===== src/rtl/core/multi_slot_tick_timer_table_core_assert.svh =====
// Assertion macros for the tick timer table core.
// Depends on nothing; users supply aclk and aresetn in scope.
`ifndef MULTI_SLOT_TICK_TIMER_TABLE_CORE_ASSERT_SVH
`define MULTI_SLOT_TICK_TIMER_TABLE_CORE_ASSERT_SVH

`ifndef SYNTH
// Same-cycle implication, checked on every aclk edge out of reset.
`define MSTT_ASSERT_NOW(label, ante, cons, msg) \
    label: assert property (@(posedge aclk) disable iff (!aresetn) (ante) |-> (cons)) \
        else $error(msg);
// Next-cycle implication.
`define MSTT_ASSERT_NEXT(label, ante, cons, msg) \
    label: assert property (@(posedge aclk) disable iff (!aresetn) (ante) |=> (cons)) \
        else $error(msg);
`else
`define MSTT_ASSERT_NOW(label, ante, cons, msg)
`define MSTT_ASSERT_NEXT(label, ante, cons, msg)
`endif

`endif


===== src/rtl/core/mstt_pkg.sv =====
// Shared types, codes and constants of the tick timer table.
// No dependencies.
package mstt_pkg;

    localparam int SLOTS_DEFAULT = 12;
    localparam int SLOTS_MAX     = 16;
    localparam int CMD_W         = 3;
    localparam int SLOT_W        = 4;
    localparam int COUNT_W       = 16;
    localparam int KIND_W        = 2;

    localparam logic [CMD_W-1:0] CMD_TICK     = 3'd0;
    localparam logic [CMD_W-1:0] CMD_ADD      = 3'd1;
    localparam logic [CMD_W-1:0] CMD_REMOVE   = 3'd2;
    localparam logic [CMD_W-1:0] CMD_RELOAD   = 3'd3;
    localparam logic [CMD_W-1:0] CMD_SET_MODE = 3'd4;

    localparam logic [KIND_W-1:0] KIND_ACK    = 2'd0;
    localparam logic [KIND_W-1:0] KIND_EXPIRY = 2'd1;
    localparam logic [KIND_W-1:0] KIND_NOEXP  = 2'd2;

    typedef struct packed {
        logic [CMD_W-1:0]   command;
        logic [SLOT_W-1:0]  slot;
        logic [COUNT_W-1:0] count_value;
        logic               periodic;
    } in_word_t;

    typedef struct packed {
        logic [KIND_W-1:0] kind;
        logic [SLOT_W-1:0] slot_out;
        logic              accepted;
        logic              last;
    } out_word_t;

    // One slot as held in the table memory.
    typedef struct packed {
        logic [COUNT_W-1:0] down_count;
        logic [COUNT_W-1:0] reload_count;
        logic               periodic;
    } slot_entry_t;

endpackage


===== src/rtl/core/mstt_ram.sv =====
// Generic single-write, single-read RAM with registered read data.
// No dependencies.
module mstt_ram #(
    parameter int WIDTH = 8,
    parameter int DEPTH = 16,
    parameter int AW    = (DEPTH > 1) ? $clog2(DEPTH) : 1
) (
    input  logic             aclk,
    input  logic             we,
    input  logic [AW-1:0]    waddr,
    input  logic [WIDTH-1:0] wdata,
    input  logic             re,
    input  logic [AW-1:0]    raddr,
    output logic [WIDTH-1:0] rdata
);

    logic [WIDTH-1:0] mem [DEPTH];
    logic [WIDTH-1:0] rdata_reg;

    always_ff @(posedge aclk) begin
        if (we) begin
            mem[waddr] <= wdata;
        end
        if (re) begin
            rdata_reg <= mem[raddr];
        end
    end

    assign rdata = rdata_reg;

endmodule


===== src/rtl/core/multi_slot_tick_timer_table_core.sv =====
// Order: a command's acknowledge word is registered from the execute state, which waits
// while the result register is full; a tick walks the table one slot per cycle unless a
// stall holds it, through the single read port of the slot memory, and its last word is
// registered from the finish state. No new command is taken until the core is idle again.
// Reset: aresetn (synchronous, active low) frees all slots at once via the valid
// flops; the slot memory needs no clearing pass.
module multi_slot_tick_timer_table_core #(
    parameter int SLOTS = mstt_pkg::SLOTS_DEFAULT
) (
    input  logic                aclk,
    input  logic                aresetn,
    input  logic                s_valid,
    output logic                s_ready,
    input  mstt_pkg::in_word_t  s_word,
    output logic                m_valid,
    input  logic                m_ready,
    output mstt_pkg::out_word_t m_word
);

    `include "multi_slot_tick_timer_table_core_assert.svh"

    localparam int AW = (SLOTS > 1) ? $clog2(SLOTS) : 1;
    localparam int CW = $clog2(SLOTS + 1);
    localparam int EW = $bits(mstt_pkg::slot_entry_t);

    typedef enum logic [1:0] {ST_IDLE, ST_CMD_EX, ST_WALK, ST_FIN} state_t;

    state_t                state_reg;
    mstt_pkg::in_word_t    in_reg;
    logic [SLOTS-1:0]      valid_reg, valid_next;
    logic                  out_valid_reg;
    mstt_pkg::out_word_t   out_word_reg;

    // Walk pipeline: read issue index, slot whose data is on the RAM output,
    // and the expiry held back until we know whether it is the last one.
    logic [CW-1:0]         rd_idx_reg;
    logic                  p_valid_reg;
    logic [AW-1:0]         p_idx_reg;
    logic                  pend_valid_reg;
    logic [AW-1:0]         pend_idx_reg;

    logic                  ram_we, ram_re;
    logic [AW-1:0]         ram_waddr, ram_raddr;
    mstt_pkg::slot_entry_t ram_wdata, ram_rdata;

    logic                  in_fire, can_emit, emit;
    mstt_pkg::out_word_t   emit_word;
    logic                  slot_in_range, target_ok, add_ok, any_free;
    logic [AW-1:0]         tgt_idx, free_idx;
    logic                  rd_more, rd_slot_valid;
    logic [mstt_pkg::COUNT_W-1:0] dec_count;
    logic                  expire, stall, advance;

    assign s_ready  = (state_reg == ST_IDLE);
    assign in_fire  = s_valid && s_ready;
    assign m_valid  = out_valid_reg;
    assign m_word   = out_word_reg;
    // The result register is free if empty or being drained this cycle.
    assign can_emit = !out_valid_reg || m_ready;

    // Target slot decode for remove, reload and set mode.
    assign slot_in_range = ({1'b0, in_reg.slot} < (mstt_pkg::SLOT_W + 1)'(SLOTS));
    assign tgt_idx       = slot_in_range ? in_reg.slot[AW-1:0] : '0;
    assign target_ok     = slot_in_range && valid_reg[tgt_idx];

    // First free slot, lowest index wins.
    always_comb begin
        free_idx = '0;
        any_free = 1'b0;
        for (int i = SLOTS - 1; i >= 0; i--) begin
            if (!valid_reg[i]) begin
                free_idx = AW'(i);
                any_free = 1'b1;
            end
        end
    end
    assign add_ok = (in_reg.count_value != '0) && any_free;

    // Walk stage decode.
    assign rd_more       = (rd_idx_reg < CW'(SLOTS));
    assign rd_slot_valid = rd_more ? valid_reg[rd_idx_reg[AW-1:0]] : 1'b0;
    assign dec_count     = ram_rdata.down_count - mstt_pkg::COUNT_W'(1);
    assign expire        = p_valid_reg && (dec_count == '0);
    // Hold the walk when a second expiry needs the held one sent out first.
    assign stall         = expire && pend_valid_reg && !can_emit;
    assign advance       = (state_reg == ST_WALK) && !stall;

    always_comb begin
        ram_re     = 1'b0;
        ram_raddr  = '0;
        ram_we     = 1'b0;
        ram_waddr  = '0;
        ram_wdata  = ram_rdata;
        emit       = 1'b0;
        emit_word  = '0;
        valid_next = valid_reg;

        unique case (state_reg)
            ST_IDLE: begin
                // Fetch the target entry right away; ticks start the walk instead.
                ram_re    = in_fire && (s_word.command != mstt_pkg::CMD_TICK);
                ram_raddr = ({1'b0, s_word.slot} < (mstt_pkg::SLOT_W + 1)'(SLOTS))
                          ? s_word.slot[AW-1:0] : '0;
            end
            ST_CMD_EX: begin
                if (can_emit) begin
                    emit               = 1'b1;
                    emit_word.kind     = mstt_pkg::KIND_ACK;
                    emit_word.last     = 1'b1;
                    unique case (in_reg.command)
                        mstt_pkg::CMD_ADD: begin
                            emit_word.accepted = add_ok;
                            if (add_ok) begin
                                ram_we                 = 1'b1;
                                ram_waddr              = free_idx;
                                ram_wdata.down_count   = in_reg.count_value;
                                ram_wdata.reload_count = in_reg.count_value;
                                ram_wdata.periodic     = in_reg.periodic;
                                valid_next[free_idx]   = 1'b1;
                                emit_word.slot_out     = mstt_pkg::SLOT_W'(free_idx);
                            end
                        end
                        mstt_pkg::CMD_REMOVE: begin
                            emit_word.accepted = target_ok;
                            if (target_ok) begin
                                valid_next[tgt_idx] = 1'b0;
                            end
                        end
                        mstt_pkg::CMD_RELOAD: begin
                            emit_word.accepted = target_ok;
                            ram_we             = target_ok;
                            ram_waddr          = tgt_idx;
                            ram_wdata.down_count   = in_reg.count_value;
                            ram_wdata.reload_count = in_reg.count_value;
                        end
                        mstt_pkg::CMD_SET_MODE: begin
                            emit_word.accepted = target_ok;
                            ram_we             = target_ok;
                            ram_waddr          = tgt_idx;
                            ram_wdata.periodic = in_reg.periodic;
                        end
                        default: begin
                            emit_word.accepted = 1'b0;
                        end
                    endcase
                end
            end
            ST_WALK: begin
                ram_re    = advance && rd_more;
                ram_raddr = rd_idx_reg[AW-1:0];
                if (advance && p_valid_reg) begin
                    ram_we    = 1'b1;
                    ram_waddr = p_idx_reg;
                    if (!expire) begin
                        ram_wdata.down_count = dec_count;
                    end else if (ram_rdata.periodic) begin
                        ram_wdata.down_count = ram_rdata.reload_count;
                    end else begin
                        valid_next[p_idx_reg] = 1'b0;
                    end
                    // A newer expiry means the held one is not the last.
                    if (expire && pend_valid_reg) begin
                        emit               = 1'b1;
                        emit_word.kind     = mstt_pkg::KIND_EXPIRY;
                        emit_word.slot_out = mstt_pkg::SLOT_W'(pend_idx_reg);
                        emit_word.accepted = 1'b1;
                        emit_word.last     = 1'b0;
                    end
                end
            end
            ST_FIN: begin
                if (can_emit) begin
                    emit               = 1'b1;
                    emit_word.accepted = 1'b1;
                    emit_word.last     = 1'b1;
                    if (pend_valid_reg) begin
                        emit_word.kind     = mstt_pkg::KIND_EXPIRY;
                        emit_word.slot_out = mstt_pkg::SLOT_W'(pend_idx_reg);
                    end else begin
                        emit_word.kind     = mstt_pkg::KIND_NOEXP;
                    end
                end
            end
            default: begin
            end
        endcase
    end

    mstt_ram #(
        .WIDTH (EW),
        .DEPTH (SLOTS),
        .AW    (AW)
    ) u_slot_ram (
        .aclk  (aclk),
        .we    (ram_we),
        .waddr (ram_waddr),
        .wdata (ram_wdata),
        .re    (ram_re),
        .raddr (ram_raddr),
        .rdata (ram_rdata)
    );

    always_ff @(posedge aclk) begin
        if (!aresetn) begin
            state_reg      <= ST_IDLE;
            valid_reg      <= '0;
            out_valid_reg  <= 1'b0;
            p_valid_reg    <= 1'b0;
            pend_valid_reg <= 1'b0;
            rd_idx_reg     <= '0;
        end else begin
            valid_reg <= valid_next;

            // Result register: load a new word or drop the one taken.
            if (emit) begin
                out_valid_reg <= 1'b1;
                out_word_reg  <= emit_word;
            end else if (m_ready) begin
                out_valid_reg <= 1'b0;
            end

            unique case (state_reg)
                ST_IDLE: begin
                    if (in_fire) begin
                        in_reg <= s_word;
                        if (s_word.command == mstt_pkg::CMD_TICK) begin
                            state_reg      <= ST_WALK;
                            rd_idx_reg     <= '0;
                            p_valid_reg    <= 1'b0;
                            pend_valid_reg <= 1'b0;
                        end else begin
                            state_reg <= ST_CMD_EX;
                        end
                    end
                end
                ST_CMD_EX: begin
                    if (can_emit) begin
                        state_reg <= ST_IDLE;
                    end
                end
                ST_WALK: begin
                    if (advance) begin
                        p_valid_reg <= rd_slot_valid;
                        p_idx_reg   <= rd_idx_reg[AW-1:0];
                        if (expire) begin
                            pend_valid_reg <= 1'b1;
                            pend_idx_reg   <= p_idx_reg;
                        end
                        if (rd_more) begin
                            rd_idx_reg <= rd_idx_reg + CW'(1);
                        end else begin
                            state_reg <= ST_FIN;
                        end
                    end
                end
                ST_FIN: begin
                    if (can_emit) begin
                        pend_valid_reg <= 1'b0;
                        state_reg      <= ST_IDLE;
                    end
                end
                default: begin
                    state_reg <= ST_IDLE;
                end
            endcase
        end
    end

    `MSTT_ASSERT_NOW(a_no_same_entry, ram_we && ram_re, ram_waddr != ram_raddr, "RAM read and write hit one entry")
    `MSTT_ASSERT_NOW(a_stage_slot_live, p_valid_reg, valid_reg[p_idx_reg], "walk stage holds a free slot")
    `MSTT_ASSERT_NOW(a_pend_in_tick, pend_valid_reg, (state_reg == ST_WALK) || (state_reg == ST_FIN), "held expiry outside a tick")
    `MSTT_ASSERT_NEXT(a_fin_last, (state_reg == ST_FIN) && can_emit, m_valid && m_word.last, "tick ended without a last word")

endmodule

===== config.mk =====
export PLATFORM = sky130hd
export DESIGN_NAME = multi_slot_tick_timer_table_core
export DESIGN_NICKNAME = d
export VERILOG_FILES = /design/src/rtl/core/mstt_pkg.sv /design/src/rtl/core/mstt_ram.sv /design/src/rtl/core/multi_slot_tick_timer_table_core.sv
export VERILOG_INCLUDE_DIRS = /design/src /design/src/rtl/core
export SDC_FILE = /design/constraint.sdc
export NUM_CORES = 1
export LEC_CHECK = 0
export CORE_ASPECT_RATIO = 0.8
export CORE_UTILIZATION = 60
export DETAILED_ROUTE_END_ITERATION = 12
export DONT_BUFFER_PORTS = 1
export HOLD_SLACK_MARGIN = 0.06
export PLACE_DENSITY = 0.76
export SYNTH_ARGS = -nofsm -noshare
export SYNTH_HDL_FRONTEND = slang
export SYNTH_SLANG_ARGS = --single-unit

===== constraint.sdc =====
create_clock -name aclk -period 5.1 [get_ports aclk]
set_input_delay 1.02 -clock aclk [delete_from_list [all_inputs] [get_ports aclk]]
set_output_delay 1.02 -clock aclk [all_outputs]
set_load 0.005 [all_outputs]

# ---- Yosys cells after proc, flatten, opt, wreduce, memory -nomap -nowiden
# Memory sizes are Yosys's and may differ from the RTL's. A register that Yosys moved wholly into a read port is not among the register bits.
# Cells that the tools add are included.
dict set report word_totals {
  reg_bits 61
  ram_bits 396
  input_bits 28
  output_inout_bits 10
  word_cells 195
  n_memories 1
}
# name words word_bits rd rd_ports_with_merged_regs wr line_no
set mem_list {}
lappend mem_list {u_slot_ram.mem 12 33 1 1 1 mstt_ram.sv:17} ;# logic [WIDTH-1:0] mem [DEPTH];
dict set report classes {
  add_sub_neg 2
  order_cmp 10
  n_eq_ne 21
  muxes 102
  n_bitwise 5
  reduce_logical 38
}
# operator count
set ops {}
lappend ops {{$mux W4} 23}
lappend ops {{$mux W12} 6}
lappend ops {{$mux W33} 2}
lappend ops {{$pmux W32 S2} 1}
lappend ops {{$mux W16} 3}
lappend ops {{$pmux W12 S2} 2}
lappend ops {{$mux W1} 34}
lappend ops {{$pmux W16 S2} 1}
lappend ops {{$pmux W4 S2} 4}
lappend ops {{$and A12 B12 Y12} 2}
lappend ops {{$not A12 Y12} 2}
lappend ops {{$pmux W8 S3} 1}
lappend ops {{$lt A4 B5 Y1 const B} 4}
lappend ops {{$mux W17} 1}
lappend ops {{$logic_not A16 Y1} 1}
lappend ops {{$mux W8} 2}
lappend ops {{$reduce_bool A16 Y1} 1}
lappend ops {{$sub A16 B1 Y16 const B} 1}
lappend ops {{$ne A2 B2 Y1 const B} 7}
lappend ops {{$pmux W1 S2} 7}
lappend ops {{$logic_and A1 B1 Y1} 13}
lappend ops {{$demux W1 S4} 3}
lappend ops {{$ge A4 B1 Y1 const B} 3}
lappend ops {{$lt A4 B4 Y1 const B} 3}
lappend ops {{30 further kinds} 51}

# ---- Longest topological paths before layout
dict set report logic_depth {
  ltp_word 21
  depth_mapped 13
  depth_no_buf 10
}

# ---- Modules after synthesis
# A second synthesis with hierarchy kept.
dict set report unflattened {
  cells_unflattened 1229
  hier_area_um2 20791.2
}
# module n_inst cells_per_inst area_per_inst_um2 seq_area_each_um2
set modules_own_cells {}
lappend modules_own_cells {mstt_ram 1 685 16034.1 12882.4}
lappend modules_own_cells {multi_slot_tick_timer_table_core 1 544 4757.1 1621.6}

# ---- Worst setup path after synthesis
# OpenSTA, ideal clock, no wires.
dict set report synth_path {
  path_type {register to register}
  startpoint {reg u_slot_ram.rdata_reg[17] (netlist: u_slot_ram.rdata[17]) (read register of u_slot_ram.mem)}
  endpoint {mem u_slot_ram.mem[2][0] (netlist name) (enable)}
  setup_time_ns 0.423
  t_arrival_ns 4.058
  required_ns 4.677
  setup_slack_ns 0.619
  path_stages_with_launch 12
  n_path_buf 1
  period_less_slack_ns 4.481
  cell_sequence {edfxtp_1 buf_2 inv_1 ha_1 o21bai_1 a311o_1 nand3_2 nand4bb_4 o311a_4 a22o_1 or3_1 nor2_1}
}
dict set report synth_via {
  elab_chain_cells 12
  elab_cells_between_ends 14
  classes_between {add/sub: 1; mux: 6; reduce/logical: 7}
}
# item line_no
set synth_lines {}
lappend synth_lines {{from (decl)} mstt_ram.sv:18} ;# logic [WIDTH-1:0] rdata_reg;
lappend synth_lines {{$sub A16 B1 Y16 *} multi_slot_tick_timer_table_core.sv:82} ;# assign dec_count = ram_rdata.down_count - mstt_pkg::COUNT_W'(1);
lappend synth_lines {{$logic_not A16 Y1 *} multi_slot_tick_timer_table_core.sv:83} ;# assign expire = p_valid_reg && (dec_count == '0);
lappend synth_lines {{$logic_and A1 B1 Y1 *} multi_slot_tick_timer_table_core.sv:83}
lappend synth_lines {{$logic_and A1 B1 Y1 * (2 in a row)} multi_slot_tick_timer_table_core.sv:85} ;# assign stall = expire && pend_valid_reg && !can_emit;
lappend synth_lines {{$logic_not A1 Y1 *} multi_slot_tick_timer_table_core.sv:86} ;# assign advance = (state_reg == ST_WALK) && !stall;
lappend synth_lines {{$logic_and A1 B1 Y1 *} multi_slot_tick_timer_table_core.sv:86}
lappend synth_lines {{$logic_and A1 B1 Y1 *} multi_slot_tick_timer_table_core.sv:151} ;# if (advance && p_valid_reg) begin
lappend synth_lines {{$mux W1} multi_slot_tick_timer_table_core.sv:151}
lappend synth_lines {{$pmux W1 S2} multi_slot_tick_timer_table_core.sv:98} ;# unique case (state_reg)
lappend synth_lines {{$mux W1} mstt_ram.sv:21} ;# if (we) begin
lappend synth_lines {{$mux W1 (not written as such)} mstt_ram.sv:22} ;# mem[waddr] <= wdata;
lappend synth_lines {{to (decl)} mstt_ram.sv:17}
# Every way passes the cells marked *; elsewhere a longest branch is shown, timed or not.

# ---- Worst setup path in the final report
dict set report layout_path {
  startpoint {reg u_slot_ram.rdata_reg[17] (netlist: u_slot_ram.rdata[17]) (read register of u_slot_ram.mem)}
  endpoint {mem u_slot_ram.mem[1][10] (netlist name) (enable)}
}
# The elaborated chain is that of the path after synthesis.

==> flow_summary.toml <==
[global_routing]
gr-total-overflow = 0
first_global_vias = 13804
grt_max_degree = 107
grtUsageTotal_pct = 30.2
antenna_found_initial = 0
grt_pass1_wl_um = 81900

[sta]
slew_viol_final = 0
worst_pin_slew_ns = 1.32
slew_headroom_pct = 10.7
period_needed_ns = 4.35
hold_ws_ns = 0.498
final.setup.tns_ns = 0
finalCritPeriodShare_pct = 85.3
timing.fmax_ghz = 0.230
finClkSkew_ns = 0.0207
rsz0062_at_grt = "false"
finalSetupViolCount = 0
hold_viol = 0

[synth]
ys_ff_latch = 490
synthCells = 1778
synth_common_cells = "nand2_1, edfxtp_1, nand3_1"
ys.flop_type = "edfxtp_1"
yosysTopAreaCellShare_pct = 66.0
yosys-top-cells-area = "edfxtp_1, nand2_1, nand3_1"
synth.most_common_cell = "nand2_1"
synth_edf_count = 469
syn_avg_cell_area_um2 = 12.0
synth_area_um2 = 21400
ys_warn_count = 0
synth_top_area_cell = "edfxtp_1"
yosysSeqAreaShare_pct = 67.9
synth_fp_nets = 1818
synthArstFlopShare_pct = 0
synth_cell_types = 76

[worst_setup_path]
critPathSlowestCell = "nor2_4"
timing.rr.end = "u_slot_ram.mem[1][10]"
cpPeakStageDelay_ns = 0.57
start_kind = "flop"
worst_ep_required_time_ns = 5.37
crit_path_max_fanout = 20
critPathArrivalTime_ns = 4.62
ff2ff_path_depth = 11
rr_startpoint = "u_slot_ram.rdata[17]"
critPathCapture = "u_slot_ram.mem[1][10]"
end_kind = "flop"
crit_start = "u_slot_ram.rdata[17]"
r2r_slack_ns = 0.75
path_cells = "inv_1, ha_1, o21bai_1, a311o_1, nand3_2, nand4bb_4, o311a_4, nor4b_1, a21oi_1, nor2_4, buf_12"
crit_type = "flop to flop"

[routing]
routed_wl_um = 53800
dr.pass1.iters = 5
route.detailed.drc = 0
vias = 14655
post_drt_wl_per_cell_um = 23.8
postRouteAntennaNets = 0
drtIter0Drc = 2042
via_per_inst = 6.48

[finish]
syn2layout_area_growth_pct = 10.9
drive_gt1_share_pct = 9.84
nNetsFinal = 1796
multi_input_area_um2 = 6470
ff_latch_area_um2 = 14500
largest_reg_flops = 396
fillers = 2448

[clocking]
ctsResizeCount = 0
numCtsBuffers = 45
cts_max_level = 2
cts_buffer_depth = 3
root_buffer = "clkbuf_16"
clk_pin_slew_worst_paths_ns = 0.06
post_cts_buffers = 0
cts_tree = "built"
clkLatencyLatePin_ns = 0.58
cts_hold_buffers = 0
clock_sinks = 490

[die]
die_area_um2 = 36300
die_w_um = 213
fp.dieH_um = 171
start_util_pct = 61.2
core_um2 = 34900
io_pins = 38
rows = 61

[power]
power_density_nw_per_um2 = 530
combPwrFrac_pct = 26.5
p_int_mw = 8.43
ir_worst_vdd_mv = 0.409
seqPwrFrac_pct = 45.3
p_sw_mw = 4.12
swShare_pct = 32.8
power_frac_clock_pct = 28.2
p_leak_nw = 7.98

[placement]
portBuffers = 0
place_congestion = 0.898
post-dp-hpwl_um = 32500

[outcome]
status = "finished clean"

[flow_run]
max_cap_violations = 0

[hold_path]
hold_path.class = "flop to flop"
[through the flow]
| stage | std cells | util (%) | instance area (um^2) | power [mW] | setup WS [ns] |
|---|---|---|---|---|---|
| finish | 2262 | 67.9 | 23700 | 12.6 | 0.751 |
| global placement | 2181 | 63.5 | 22200 | 8.94 | 0.979 |
| detailed placement | 2181 | 63.5 | 22200 | 9.00 | 0.852 |
| CTS | 2261 | 67.9 | 23700 | 12.5 | 0.816 |
| global route | 2261 | 67.9 | 23700 | 13.0 | 0.573 |
| floorplan | 1778 | - | 21400 | 7.79 | 0.619 |
[critical path, delay by kind of cell (launching register included)]
kind                       cells  cell delay, ns
AOI/OAI and AO/OA              4            1.44
adders and majority gates      1            0.33
buffers and inverters          2            0.39
DFF                            1            0.55
and+or+nand+nor                4            1.28
[how the worst min path moves through the flow]
stage | start | slack [ns] | end | cells after the start
global placement | state_reg[1] | 0.48 | state_reg[1] | 2
floorplan | rd_idx_reg[2] | 0.41 | p_idx_reg[2] | 0
detailed placement | state_reg[1] | 0.49 | state_reg[1] | 2
CTS | state_reg[1] | 0.50 | state_reg[1] | 2
finish | state_reg[1] | 0.50 | state_reg[1] | 2
global route | s_word[1] | 0.52 | in_reg[1] | 0
[routing by layer]
layer / up-vias / routed length, um / GRT usage, %
li1: 6568 / - / -
met1: 7153 / 22400 / 44.3
met2: 830 / 24800 / 46.5
met3: 104 / 5210 / 4.92
met4: 0 / 1330 / 9.79
met5: - / 0 / 0
[cell families after synthesis]
kind of cell / count (synthesis) / synth area share [%]
simple gates: 832 / 17.7
flops: 490 / 67.9
compound gates: 275 / 9.24
buf+inv: 134 / 2.50
mux: 25 / 1.49
fa+ha+maj: 12 / 0.703
xor+xnor: 10 / 0.410
[power groups by stage]
| stage | Sequential [mW] | Clock [mW] | Combinational [mW] |
|---|---|---|---|
| after global routing | 5.70 | 3.71 | 3.59 |
| after floorplan | 5.59 | 0 | 2.21 |
| after global placement | 5.75 | 0 | 3.19 |
| final | 5.68 | 3.54 | 3.33 |
| after CTS | 5.67 | 3.56 | 3.27 |
| after detailed placement | 5.76 | 0 | 3.24 |
[cell usage in the layout, fill, tap and decap left out, types with 13 or more instances in the layout]
cell / instances
a22oi_1: 13
buf_4: 31
nor2_1: 37
clkbuf_16: 45
nand2b_1: 14
nor3_1: 14
edfxtp_1: 469
dfxtp_1: 21
a311oi_1: 66
nor2b_1: 13
nand3_1: 146
inv_1: 18
mux2_2: 14
a21oi_1: 73
buf_12: 14
nand2_1: 484
o21ai_0: 29
and3_1: 35
[final cells by class]
cell class                 instances  share of cell area [%]
inverter                          20                   0.317
sequential                       490                    61.2
timing repair buffer              45                    2.17
tap                              472                    2.49
clock buffer                      53                    4.88
multi-input combinational       1154                    27.3
antenna                            1                  0.0106
clock inverter                    27                    1.58
No activity file was read; power rests on OpenSTA's default activity.
